### src/hdl/u8tt_pkg.sv
// shared types and constants for the tick-driven 8n1 uart transceiver
package u8tt_pkg;

    localparam int unsigned BitTicksW = 16;
    localparam int unsigned RxWaitW   = 17;
    localparam int unsigned TxCountW  = 4;

    localparam logic [BitTicksW-1:0] BitTicksReset = 16'd52;
    localparam logic [TxCountW-1:0]  TxFrameBits   = 4'd10;
    localparam logic [TxCountW-1:0]  TxStartCount  = 4'd9;

    typedef struct packed {
        logic       rx_line;
        logic       send_valid;
        logic [7:0] send_byte;
        logic       take_byte;
    } in_item_t;

    typedef struct packed {
        logic       tx_line;
        logic       tx_busy;
        logic       rx_ready;
        logic [7:0] rx_byte;
    } out_item_t;

    // per-tick control from the top level to both engines
    typedef struct packed {
        logic                 step;
        logic [BitTicksW-1:0] bit_ticks;
    } tick_ctrl_t;

    // one bit time minus one, a zero setting counts as one tick
    function automatic logic [BitTicksW-1:0] bit_reload(input logic [BitTicksW-1:0] bt);
        logic [BitTicksW-1:0] r;
        r = (bt == '0) ? '0 : bt - 1'b1;
        return r;
    endfunction

endpackage

### src/hdl/u8tt_channels.sv
// handshake channel interfaces for items, results and configuration writes
interface u8tt_in_if
    import u8tt_pkg::*;
();
    logic     valid;
    logic     ready;
    in_item_t data;
    modport source (output valid, output data, input ready);
    modport sink (input valid, input data, output ready);
endinterface

interface u8tt_out_if
    import u8tt_pkg::*;
();
    logic      valid;
    logic      ready;
    out_item_t data;
    modport source (output valid, output data, input ready);
    modport sink (input valid, input data, output ready);
endinterface

interface u8tt_cfg_if
    import u8tt_pkg::*;
();
    logic                 valid;
    logic                 ready;
    logic [BitTicksW-1:0] data;
    modport source (output valid, output data, input ready);
    modport sink (input valid, input data, output ready);
endinterface

### src/hdl/u8tt_tx.sv
// transmit engine: bit-time tick, frame counter and shift register
module u8tt_tx
    import u8tt_pkg::*;
(
    input  logic       clk,
    input  logic       rst_n,
    input  tick_ctrl_t ctrl,
    input  logic       send_valid,
    input  logic [7:0] send_byte,
    output logic       tx_line,
    output logic       tx_busy
);

    logic [BitTicksW-1:0] wait_reg, wait_next;
    logic [TxCountW-1:0]  bits_reg, bits_next;
    logic [7:0]           shift_reg, shift_next;
    logic                 level_reg, level_next;

    always_comb
    begin
        wait_next  = wait_reg;
        bits_next  = bits_reg;
        shift_next = shift_reg;
        level_next = level_reg;
        if (wait_reg != '0)
        begin
            wait_next = wait_reg - 1'b1;
        end
        else
        begin
            wait_next = bit_reload(ctrl.bit_ticks);
            if (bits_reg != '0)
            begin
                bits_next = bits_reg - 1'b1;
                if (bits_next == TxStartCount)
                begin
                    level_next = 1'b0;
                end
                else
                begin
                    // stop bit comes from the ones shifted in
                    level_next = shift_reg[0];
                    shift_next = {1'b1, shift_reg[7:1]};
                end
            end
        end
        if (send_valid && bits_next == '0)
        begin
            shift_next = send_byte;
            bits_next  = TxFrameBits;
        end
    end

    always_ff @(posedge clk or negedge rst_n)
    begin
        if (!rst_n)
        begin
            wait_reg  <= '0;
            bits_reg  <= '0;
            shift_reg <= '0;
            level_reg <= 1'b1;
        end
        else if (ctrl.step)
        begin
            wait_reg  <= wait_next;
            bits_reg  <= bits_next;
            shift_reg <= shift_next;
            level_reg <= level_next;
        end
    end

    assign tx_line = level_reg;
    assign tx_busy = (bits_reg != '0);

endmodule

### src/hdl/u8tt_rx.sv
// receive engine: start detect, mid-bit sampling and byte holding register
module u8tt_rx
    import u8tt_pkg::*;
(
    input  logic       clk,
    input  logic       rst_n,
    input  tick_ctrl_t ctrl,
    input  logic       rx_line,
    input  logic       take_byte,
    output logic       rx_ready,
    output logic [7:0] rx_byte
);

    logic               active_reg, active_next;
    logic [RxWaitW-1:0] wait_reg, wait_next;
    logic [7:0]         mask_reg, mask_next;
    logic [7:0]         shift_reg, shift_next;
    logic [7:0]         held_reg, held_next;
    logic               done_reg, done_next;
    logic [RxWaitW-1:0] eff_bit;
    logic [RxWaitW-1:0] start_wait;

    always_comb
    begin
        eff_bit    = (ctrl.bit_ticks == '0) ? RxWaitW'(1) : RxWaitW'(ctrl.bit_ticks);
        // one and a half bit times to the middle of the first data bit
        start_wait = eff_bit + (eff_bit >> 1) - 1'b1;

        active_next = active_reg;
        wait_next   = wait_reg;
        mask_next   = mask_reg;
        shift_next  = shift_reg;
        held_next   = held_reg;
        done_next   = take_byte ? 1'b0 : done_reg;

        if (!active_reg)
        begin
            if (!rx_line)
            begin
                active_next = 1'b1;
                wait_next   = start_wait;
                shift_next  = '0;
                mask_next   = 8'd1;
            end
        end
        else if (wait_reg != '0)
        begin
            wait_next = wait_reg - 1'b1;
        end
        else if (mask_reg != '0)
        begin
            if (rx_line)
            begin
                shift_next = shift_reg | mask_reg;
            end
            mask_next = {mask_reg[6:0], 1'b0};
            wait_next = RxWaitW'(bit_reload(ctrl.bit_ticks));
        end
        else
        begin
            held_next   = shift_reg;
            done_next   = 1'b1;
            active_next = 1'b0;
            wait_next   = '0;
        end
    end

    always_ff @(posedge clk or negedge rst_n)
    begin
        if (!rst_n)
        begin
            active_reg <= 1'b0;
            wait_reg   <= '0;
            mask_reg   <= '0;
            shift_reg  <= '0;
            held_reg   <= '0;
            done_reg   <= 1'b0;
        end
        else if (ctrl.step)
        begin
            active_reg <= active_next;
            wait_reg   <= wait_next;
            mask_reg   <= mask_next;
            shift_reg  <= shift_next;
            held_reg   <= held_next;
            done_reg   <= done_next;
        end
    end

    assign rx_ready = done_reg;
    assign rx_byte  = held_reg;

endmodule

### src/hdl/uart_8n1_tick_transceiver_unit.sv
// top level of the tick-driven 8n1 uart transceiver
// usage:
//   in_ch carries one item per timer tick: the sampled receive line, an
//   optional byte to send and an optional acknowledge of the received byte
//   out_ch returns one item per input item: transmit line level, busy flag,
//   ready flag and the last received byte, all as they stand after the tick
//   cfg writes bit_ticks, the number of ticks per bit (zero acts as one);
//   write it only while no tick is in flight, frames already running keep
//   their current counts and pick up the new value at the next reload
// latency and throughput:
//   the result of an item appears on out_ch the cycle after it is accepted;
//   one item per cycle is sustained while out_ch.ready is high; the engine
//   state registers double as the result register, nothing else limits the rate
// stall behavior:
//   while a result waits and out_ch.ready is low, in_ch.ready drops and the
//   engines hold; a result taken in the same cycle frees room for the next
// reset:
//   rst_n clears both engines, sets the transmit line idle high and loads
//   bit_ticks with 52; the first tick after reset fires a transmit bit time
module uart_8n1_tick_transceiver_unit
    import u8tt_pkg::*;
(
    input logic         clk,
    input logic         rst_n,
    u8tt_in_if.sink     in_ch,
    u8tt_out_if.source  out_ch,
    u8tt_cfg_if.sink    cfg
);

    logic [BitTicksW-1:0] bit_ticks_reg;
    logic                 out_valid_reg;
    logic                 accept;
    tick_ctrl_t           ctrl;

    // configuration register, always writable
    assign cfg.ready = 1'b1;

    always_ff @(posedge clk or negedge rst_n)
    begin
        if (!rst_n)
        begin
            bit_ticks_reg <= BitTicksReset;
        end
        else if (cfg.valid)
        begin
            bit_ticks_reg <= cfg.data;
        end
    end

    // take a tick whenever the result slot is empty or being emptied
    assign in_ch.ready = !out_valid_reg || out_ch.ready;
    assign accept      = in_ch.valid && in_ch.ready;

    always_ff @(posedge clk or negedge rst_n)
    begin
        if (!rst_n)
        begin
            out_valid_reg <= 1'b0;
        end
        else if (in_ch.ready)
        begin
            out_valid_reg <= in_ch.valid;
        end
    end

    assign ctrl.step      = accept;
    assign ctrl.bit_ticks = bit_ticks_reg;

    // transmit side
    u8tt_tx u_tx (
        .clk        (clk),
        .rst_n      (rst_n),
        .ctrl       (ctrl),
        .send_valid (in_ch.data.send_valid),
        .send_byte  (in_ch.data.send_byte),
        .tx_line    (out_ch.data.tx_line),
        .tx_busy    (out_ch.data.tx_busy)
    );

    // receive side
    u8tt_rx u_rx (
        .clk        (clk),
        .rst_n      (rst_n),
        .ctrl       (ctrl),
        .rx_line    (in_ch.data.rx_line),
        .take_byte  (in_ch.data.take_byte),
        .rx_ready   (out_ch.data.rx_ready),
        .rx_byte    (out_ch.data.rx_byte)
    );

    assign out_ch.valid = out_valid_reg;

endmodule
### src/flat_wrapper.sv
// flat-port wrapper written by rule: the top's interface ports become plain ports
module uart_8n1_tick_transceiver_unit_flat import u8tt_pkg::*;
  (clk, rst_n, in_ch_valid, in_ch_data, in_ch_ready, out_ch_valid, out_ch_data, out_ch_ready, cfg_valid, cfg_data, cfg_ready);
  u8tt_in_if in_ch_i ();
  u8tt_out_if out_ch_i ();
  u8tt_cfg_if cfg_i ();
  input logic clk;
  input logic rst_n;
  input wire logic [$bits(in_ch_i.valid)-1:0] in_ch_valid;
  input wire logic [$bits(in_ch_i.data)-1:0] in_ch_data;
  output wire logic [$bits(in_ch_i.ready)-1:0] in_ch_ready;
  output wire logic [$bits(out_ch_i.valid)-1:0] out_ch_valid;
  output wire logic [$bits(out_ch_i.data)-1:0] out_ch_data;
  input wire logic [$bits(out_ch_i.ready)-1:0] out_ch_ready;
  input wire logic [$bits(cfg_i.valid)-1:0] cfg_valid;
  input wire logic [$bits(cfg_i.data)-1:0] cfg_data;
  output wire logic [$bits(cfg_i.ready)-1:0] cfg_ready;
  assign in_ch_i.valid = in_ch_valid;
  assign in_ch_i.data = in_ch_data;
  assign in_ch_ready = in_ch_i.ready;
  assign out_ch_valid = out_ch_i.valid;
  assign out_ch_data = out_ch_i.data;
  assign out_ch_i.ready = out_ch_ready;
  assign cfg_i.valid = cfg_valid;
  assign cfg_i.data = cfg_data;
  assign cfg_ready = cfg_i.ready;
  uart_8n1_tick_transceiver_unit u_core (.clk(clk), .rst_n(rst_n), .in_ch(in_ch_i), .out_ch(out_ch_i), .cfg(cfg_i));
endmodule
### config.mk
export PLATFORM = sky130hd
export DESIGN_NAME = uart_8n1_tick_transceiver_unit_flat
export DESIGN_NICKNAME = d
export VERILOG_FILES = /design/src/hdl/u8tt_pkg.sv /design/src/hdl/u8tt_channels.sv /design/src/hdl/u8tt_tx.sv /design/src/hdl/u8tt_rx.sv /design/src/hdl/uart_8n1_tick_transceiver_unit.sv /design/src/flat_wrapper.sv
export SDC_FILE = /design/constraint.sdc
export NUM_CORES = 1
export LEC_CHECK = 0
export BUFFER_PORTS_ARGS = -buffer_cell sky130_fd_sc_hd__buf_2
export CAP_MARGIN = 20
export CORE_UTILIZATION = 35
export CTS_BUF_LIST = sky130_fd_sc_hd__clkbuf_4
export DETAILED_ROUTE_END_ITERATION = 10
export GPL_TIMING_DRIVEN = 0
export PLACE_DENSITY = 0.5
export SLEW_MARGIN = 40
export SYNTH_ARGS = -nofsm -noshare
export SYNTH_HDL_FRONTEND = slang
export SYNTH_SLANG_ARGS = --single-unit
export TNS_END_PERCENT = 30
### constraint.sdc
create_clock -name clk -period 4.15 [get_ports clk]
set_input_delay 0.415 -clock clk [delete_from_list [all_inputs] [get_ports clk]]
set_output_delay 0.415 -clock clk [all_outputs]
set_load 0.03 [all_outputs]
==> results.cfg, run 1 <==
[run_status]
outcome = completed

[synth]
ys.warnings.count = 0
async_reset_ff_share_pct = 100
synth_commonest_cells = 85 x dfrtp_1, 85 x nand2_1, 79 x o21ai_0, 71 x inv_1, 58 x a21oi_1
syn_avg_cell_area_sq_um = 8.21
synth_area_leaders = dfrtp_1 35%, ha_1 7.5%, o21ai_0 6.4%
synth_flop_cell = dfrtp_1
synth_edf_count = 0
syn_nets = 819
synth.cell_area_sq_mm = 0.00614
yosysTopAreaCell = dfrtp_1
ys_ff_latch = 89
yosysSeqAreaShare_pct = 36.3
ys_types = 69
synth_top_cell_area_share_pct = 34.6
synth_cells = 748

[floorplanning]
core_area_sq_mm = 0.0172
die_w_um = 134
die_y_um = 134
dieArea_sq_mm = 0.0181
start_util_pct = 35.6
num_io_pins = 46
row_count = 48

[sta]
hold_viol = 0
fmax_ghz = 0.255
max-slew-margin-rel_pct = 47.5
post-route-period-util_pct = 94.5
setup_viol = 0
worst_pin_slew_ns = 0.781
fin_crit_ns = 3.92
finalMaxSlewViolations = 0
finalWorstSetupSlack_ns = 0.228
worst_clock_skew_ns = 0.0140

[placed_design]
numPortBuffers = 43
place.gp.congestion = 0.874
place_ws_ns = -0.757
hpwl_um = 13200
dp.cells = 1017

[worst_setup_path]
cp_slowest_stage_delay_ns = 0.43
cp-start-kind = flip-flop
cp.arrival_ns = 4.32
cpLargestDelayFamily = adder cells
cp_common_cell = inv_1
critPathRequiredTime_ns = 4.55
critPathMaxFanout = 10
slowest_stage = dfrtp_1
critPathBufInv = 4
worstPathCellList = inv_1 -> ha_2 -> nand4_1 -> or2_4 -> clkbuf_4 -> nand2_1 -> ha_1 -> inv_1 -> ha_1 -> inv_1 -> fa_1 -> nor2b_2 -> o31ai_2 -> a2111oi_4 -> o21ai_0 -> mux2_2 -> o31ai_1
critPathKind = flip-flop to flip-flop
end_kind = flip-flop

[routing]
drc = 0
routed_via_density = 5.46
drtIter0Drc = 264
final_antenna_net_count = 0
drtPass1Iterations = 5
met3WireLength_um = 833
wl_met2_um = 8190
highest-signal-layer = met4
vias = 5682
wl_per_cell_um = 17.0
drt-total-wl_um = 17700
wl_met1_um = 8250

[cts]
htree_levels = 3
clk_root_buffer_cell = clkbuf_4
cts_tree = done
cts_buffer_depth = 2
cts_sinks = 89
insertion_delay_ns = 0.49
cts_buffers = 9
path_clk_slew_ns = 0.16

[pwr]
finalPower_uw = 2630
p_leak_uw = 0.00302
powerDensity_mw_per_mm2 = 380
vdd_ir_drop_max_v = 0.000134

[cells_and_area]
multi_input_area_sq_mm = 0.00354
instances_no_fill = 1040
final_nets = 880
fillers = 1789
drive_gt1_share_pct = 13.5
largest_reg_flops = 17
syn_to_final_growth_pct = 12.7
regArea_sq_mm = 0.00224

[grt]
grt-ovfl-total = 0
grt_pass1_vias = 5695
antenna_found_initial = 1
grt_pass1_wl_um = 29100
grtUsageTotal_pct = 20.6
grt_max_degree = 48

[min_path]
hold_path.class = input port to flip-flop

[job]
drv_cap = 0
cells in the final DEF, fill, tap and decap left out, drive strengths merged, types with 4 or more instances in the layout:
master,instances
nand2b,6
nand2,85
a21o,6
xor2,9
o22ai,9
or3,5
and3,6
o31ai,6
nor2,51
nor2b,5
o211ai,4
nand3,17
a31oi,14
nor3,24
clkbuf,31
nor4,15
a22oi,12
mux2,11
buf,61
or4,6
dfstp,4
a21oi,58
xnor2,23
dfrtp,85
inv,74
ha,37
o21ai,80
nand4,7
final timing paths:
| check | start | end | slack, ns | depth (start not counted) |
|---|---|---|---|---|
| min | cfg_data[13] | u_core.bit_ticks_reg[13] | 0.11 | 3 |
| max in group asynchronous | rst_n | u_core.u_tx.tx_line | 3.15 | 3 |
| min reg2reg | u_core.u_rx.rx_ready | u_core.u_rx.rx_ready | 0.50 | 1 |
| max reg2reg | u_core.bit_ticks_reg[0] | u_core.u_rx.wait_reg[15] | 0.23 | 17 |
| max | u_core.bit_ticks_reg[0] | u_core.u_rx.wait_reg[15] | 0.23 | 17 |
| min in group asynchronous | rst_n | u_core.u_tx.bits_reg[3] | 0.40 | 2 |
final cells by class:
type,count,share of cell area [%]
Antenna cell,1,0.0362
Buffer,33,2.26
Sequential cell,89,32.3
Tap cell,225,4.07
Inverter,71,3.91
Multi-Input combinational cell,554,51.2
Timing Repair Buffer,51,4.39
Clock buffer,9,0.976
Clock inverter,7,0.886
power breakdown:
group	internal, uW	switching (uW)	total (uW)
combinational	395	561	956
clock	134	353	488
sequential	1010	180	1190
total	1540	1090	2630
cell families after synthesis:
family                   after synthesis  share of synthesized area, %
AND/OR/NAND/NOR                      244                          19.6
multiplexers                          13                          2.34
other                                  1                        0.0611
adder cells (fa/ha/maj)               39                          8.19
XOR/XNOR                              32                          4.56
AO/OA/AOI/OAI                        225                          22.0
flip-flops                            89                          36.3
buffers and inverters                105                          6.82
stage by stage:
stage / cell area, sq um / utilization [%] / setup TNS (ns) / hold slack, ns
2_1_floorplan: 6140 / - / 0 / 0.119
3_5_place_dp: 6680 / 38.8 / -2.72 / 0.380
5_1_grt: 6920 / 40.1 / -0.0124 / 0.115
6_report: 6920 / 40.1 / 0 / 0.114
4_1_cts: 6860 / 39.8 / 0 / 0.0907
3_3_place_gp: 6640 / 38.5 / -2.47 / 0.460
tightest hold or removal path, cell delays in order:
cell and delay (ns):
buf_2 0.07, nand2_1 0.04, o21ai_0 0.05
layer usage:
| metal | vias to the layer above | track usage, % |
|---|---|---|
| met5 | - | 0 |
| met4 | 0 | 7.49 |
| met3 | 24 | 3.42 |
| met2 | 150 | 34.5 |
| met1 | 2722 | 26.8 |
| li1 | 2786 | - |
repair_timing:
item / in CTS / in global routing
setup endpoints to repair: 9 / 4
gates resized for setup: 10 / 8
pin swaps: 3 / 4
endpoints found under the hold margin: 39 / 0
hold buffers: 1 / 0
setup buffers: 2 / 4
Note: power is estimated with default switching activity, not from simulation.
==> run 2, diff against run 1 <==
REMOVE_ABC_BUFFERS = 1   (was unset)
==> run 2 against run 1 <==
The run now ends with DRC left; utilization down 0.86 points; critical path type unchanged; sequential share of layout area rose by 0.67 points; clock skew grew 0.0042 ns; via count down 4.2%; register-to-register slack better by 0.09 ns; cell area fell by 2.2%; setup slack improved by 0.090 ns; routed wire length is 7.6% lower; fmax rose by 2.4%; hold slack improved by 0.033 ns; largest power group unchanged.
==> results.cfg, run 2 (synthesized netlist as in run 1, its figures left out) <==
[run_status]
outcome = finished with violations
violations = DRC

[routing]
wl_met1_um = 8150
drt-total-wl_um = 16300
vias = 5446
highest-signal-layer = met4
final_antenna_net_count = 0
routed_via_density = 5.40
wl_per_cell_um = 16.2
wl_met2_um = 7100
drtPass1Iterations = 9
met3WireLength_um = 513
drtIter0Drc = 424
drc = 1

[placed_design]
hpwl_um = 11900
place.gp.congestion = 0.852
post_dp_cell_area_sq_mm = 0.00656
numPortBuffers = 44

[sta]
setup_viol = 0
fmax_ghz = 0.261
max-slew-margin-rel_pct = 48.4
fin_crit_ns = 3.83
post-route-period-util_pct = 92.3
worst_clock_skew_ns = 0.0183
hold_slack_ns = 0.147
worst_pin_slew_ns = 0.774
finalMaxSlewViolations = 0
rsz0062_at_grt = no
hold_viol = 0

[grt]
grtUsageTotal_pct = 18.8
grt-ovfl-total = 0
grt_max_degree = 51
grt_pass1_vias = 5235
grt_pass1_wl_um = 26600
antenna_found_initial = 1

[cts]
cts_tree = done
cts_buffer_depth = 2
htree_levels = 3
cts_buffers = 9
cts_sinks = 89
clk_root_buffer_cell = clkbuf_4
path_clk_slew_ns = 0.14
insertion_delay_ns = 0.46

[worst_setup_path]
slowest_stage = dfrtp_1
critPathRequiredTime_ns = 4.52
cp_slowest_stage_delay_ns = 0.48
cp.arrival_ns = 4.20
critPathBufInv = 3
critPathMaxFanout = 10
critPathKind = flip-flop to flip-flop
path_depth = 16
cpLargestDelayFamily = adder cells
end_kind = flip-flop
cp-start-kind = flip-flop
worstPathCellList = inv_1 -> ha_1 -> nand4_1 -> or2_4 -> nand2_1 -> ha_1 -> inv_1 -> ha_1 -> inv_1 -> fa_1 -> nor2b_1 -> o31ai_2 -> a2111oi_4 -> o21ai_0 -> mux2_2 -> o31ai_1
reg2regPathDepth = 16

[cells_and_area]
final_nets = 849
syn_to_final_growth_pct = 10.2
stdcell_area_sq_mm = 0.00677
drive_gt1_share_pct = 12.5
largest_reg_flops = 17
final_cell_mix = 84 x nand2_1, 84 x dfrtp_1, 79 x o21ai_0
final_util_pct = 39.3

[floorplanning]
die_y_um = 134
start_util_pct = 35.6
num_io_pins = 46
die_w_um = 134
row_count = 48
dieArea_sq_mm = 0.0181
core_area_sq_mm = 0.0172

[min_path]
hold_path.class = input port to flip-flop
whs_path_depth = 3

[pwr]
vdd_ir_drop_max_v = 0.000136
p_leak_uw = 0.00296
powerDensity_mw_per_mm2 = 386

[job]
drv_cap = 0
run 2: cell count changes in the layout (fill, tap and decap cells not counted), sizes merged:
cell / before / now
clkinv: 1 / 2
or2: 2 / 3
inv: 74 / 71
clkinvlp: 3 / 1
buf: 61 / 51
clkbuf: 31 / 11
bufinv: 0 / 1
run 2: cell type report:
| class | instances | area (sq um) |
|---|---|---|
| fillers | 1775 | 10500 |
| multi-input cells | 555 | 3550 |
| flip-flops and latches | 89 | 2230 |
| repair buffers | 52 | 310 |
| well taps | 225 | 282 |
| inverters | 71 | 267 |
| clock buffers | 11 | 82.6 |
| clock inverters | 4 | 45.0 |
| diodes | 1 | 2.50 |
run 2: tightest hold or removal path: cells and delay by family:
family | cells | cell delay, ns
and+or+nand+nor | 1 | 0.04
buffers and inverters | 1 | 0.07
AOI/OAI and AO/OA | 1 | 0.05
run 2: where the power goes:
part | internal, uW | switching [uW] | leakage (uW)
Sequential | 1010 | 176 | 0.00109
Clock | 191 | 304 | 0.0000680
Combinational | 388 | 546 | 0.00180
run 2: repair_timing:
action                                  4_1_cts  5_1_grt
gates resized for setup                       4        4
pin swaps                                     1        3
endpoints found under the setup margin        2        3
hold endpoints to repair                     37        0
cloned                                        0        1
setup buffers                                 1        3
hold buffers                                  1        0
run 2: path summary, 6_finish.rpt:
kind,start,end,slack [ns]
setup / recovery,u_core.bit_ticks_reg[10],u_core.u_rx.wait_reg[15],0.32
hold / removal,cfg_data[11],u_core.bit_ticks_reg[11],0.15
setup reg to reg,u_core.bit_ticks_reg[10],u_core.u_rx.wait_reg[15],0.32
hold reg to reg,u_core.u_rx.rx_ready,u_core.u_rx.rx_ready,0.49
max in group asynchronous,rst_n,u_core.bit_ticks_reg[2],3.11
min in group asynchronous,rst_n,u_core.u_rx.shift_reg[6],0.42
run 2: stage by stage:
stage,setup WS (ns),setup TNS (ns),power (uW),instances
floorplan,0.545,0,1840,714
global placement,-0.750,-1.87,2080,983
detailed placement,-0.375,-0.490,2110,986
CTS,0.0984,0,2620,1003
global route,0.0331,0,2820,1008
finish,0.319,0,2610,1008
run 2: routing by layer:
layer | GRT usage [%] | vias to the layer above
met5 | 0 | -
met4 | 8.55 | 0
met3 | 2.18 | 31
met2 | 28.9 | 134
met1 | 26.4 | 2563
li1 | - | 2718
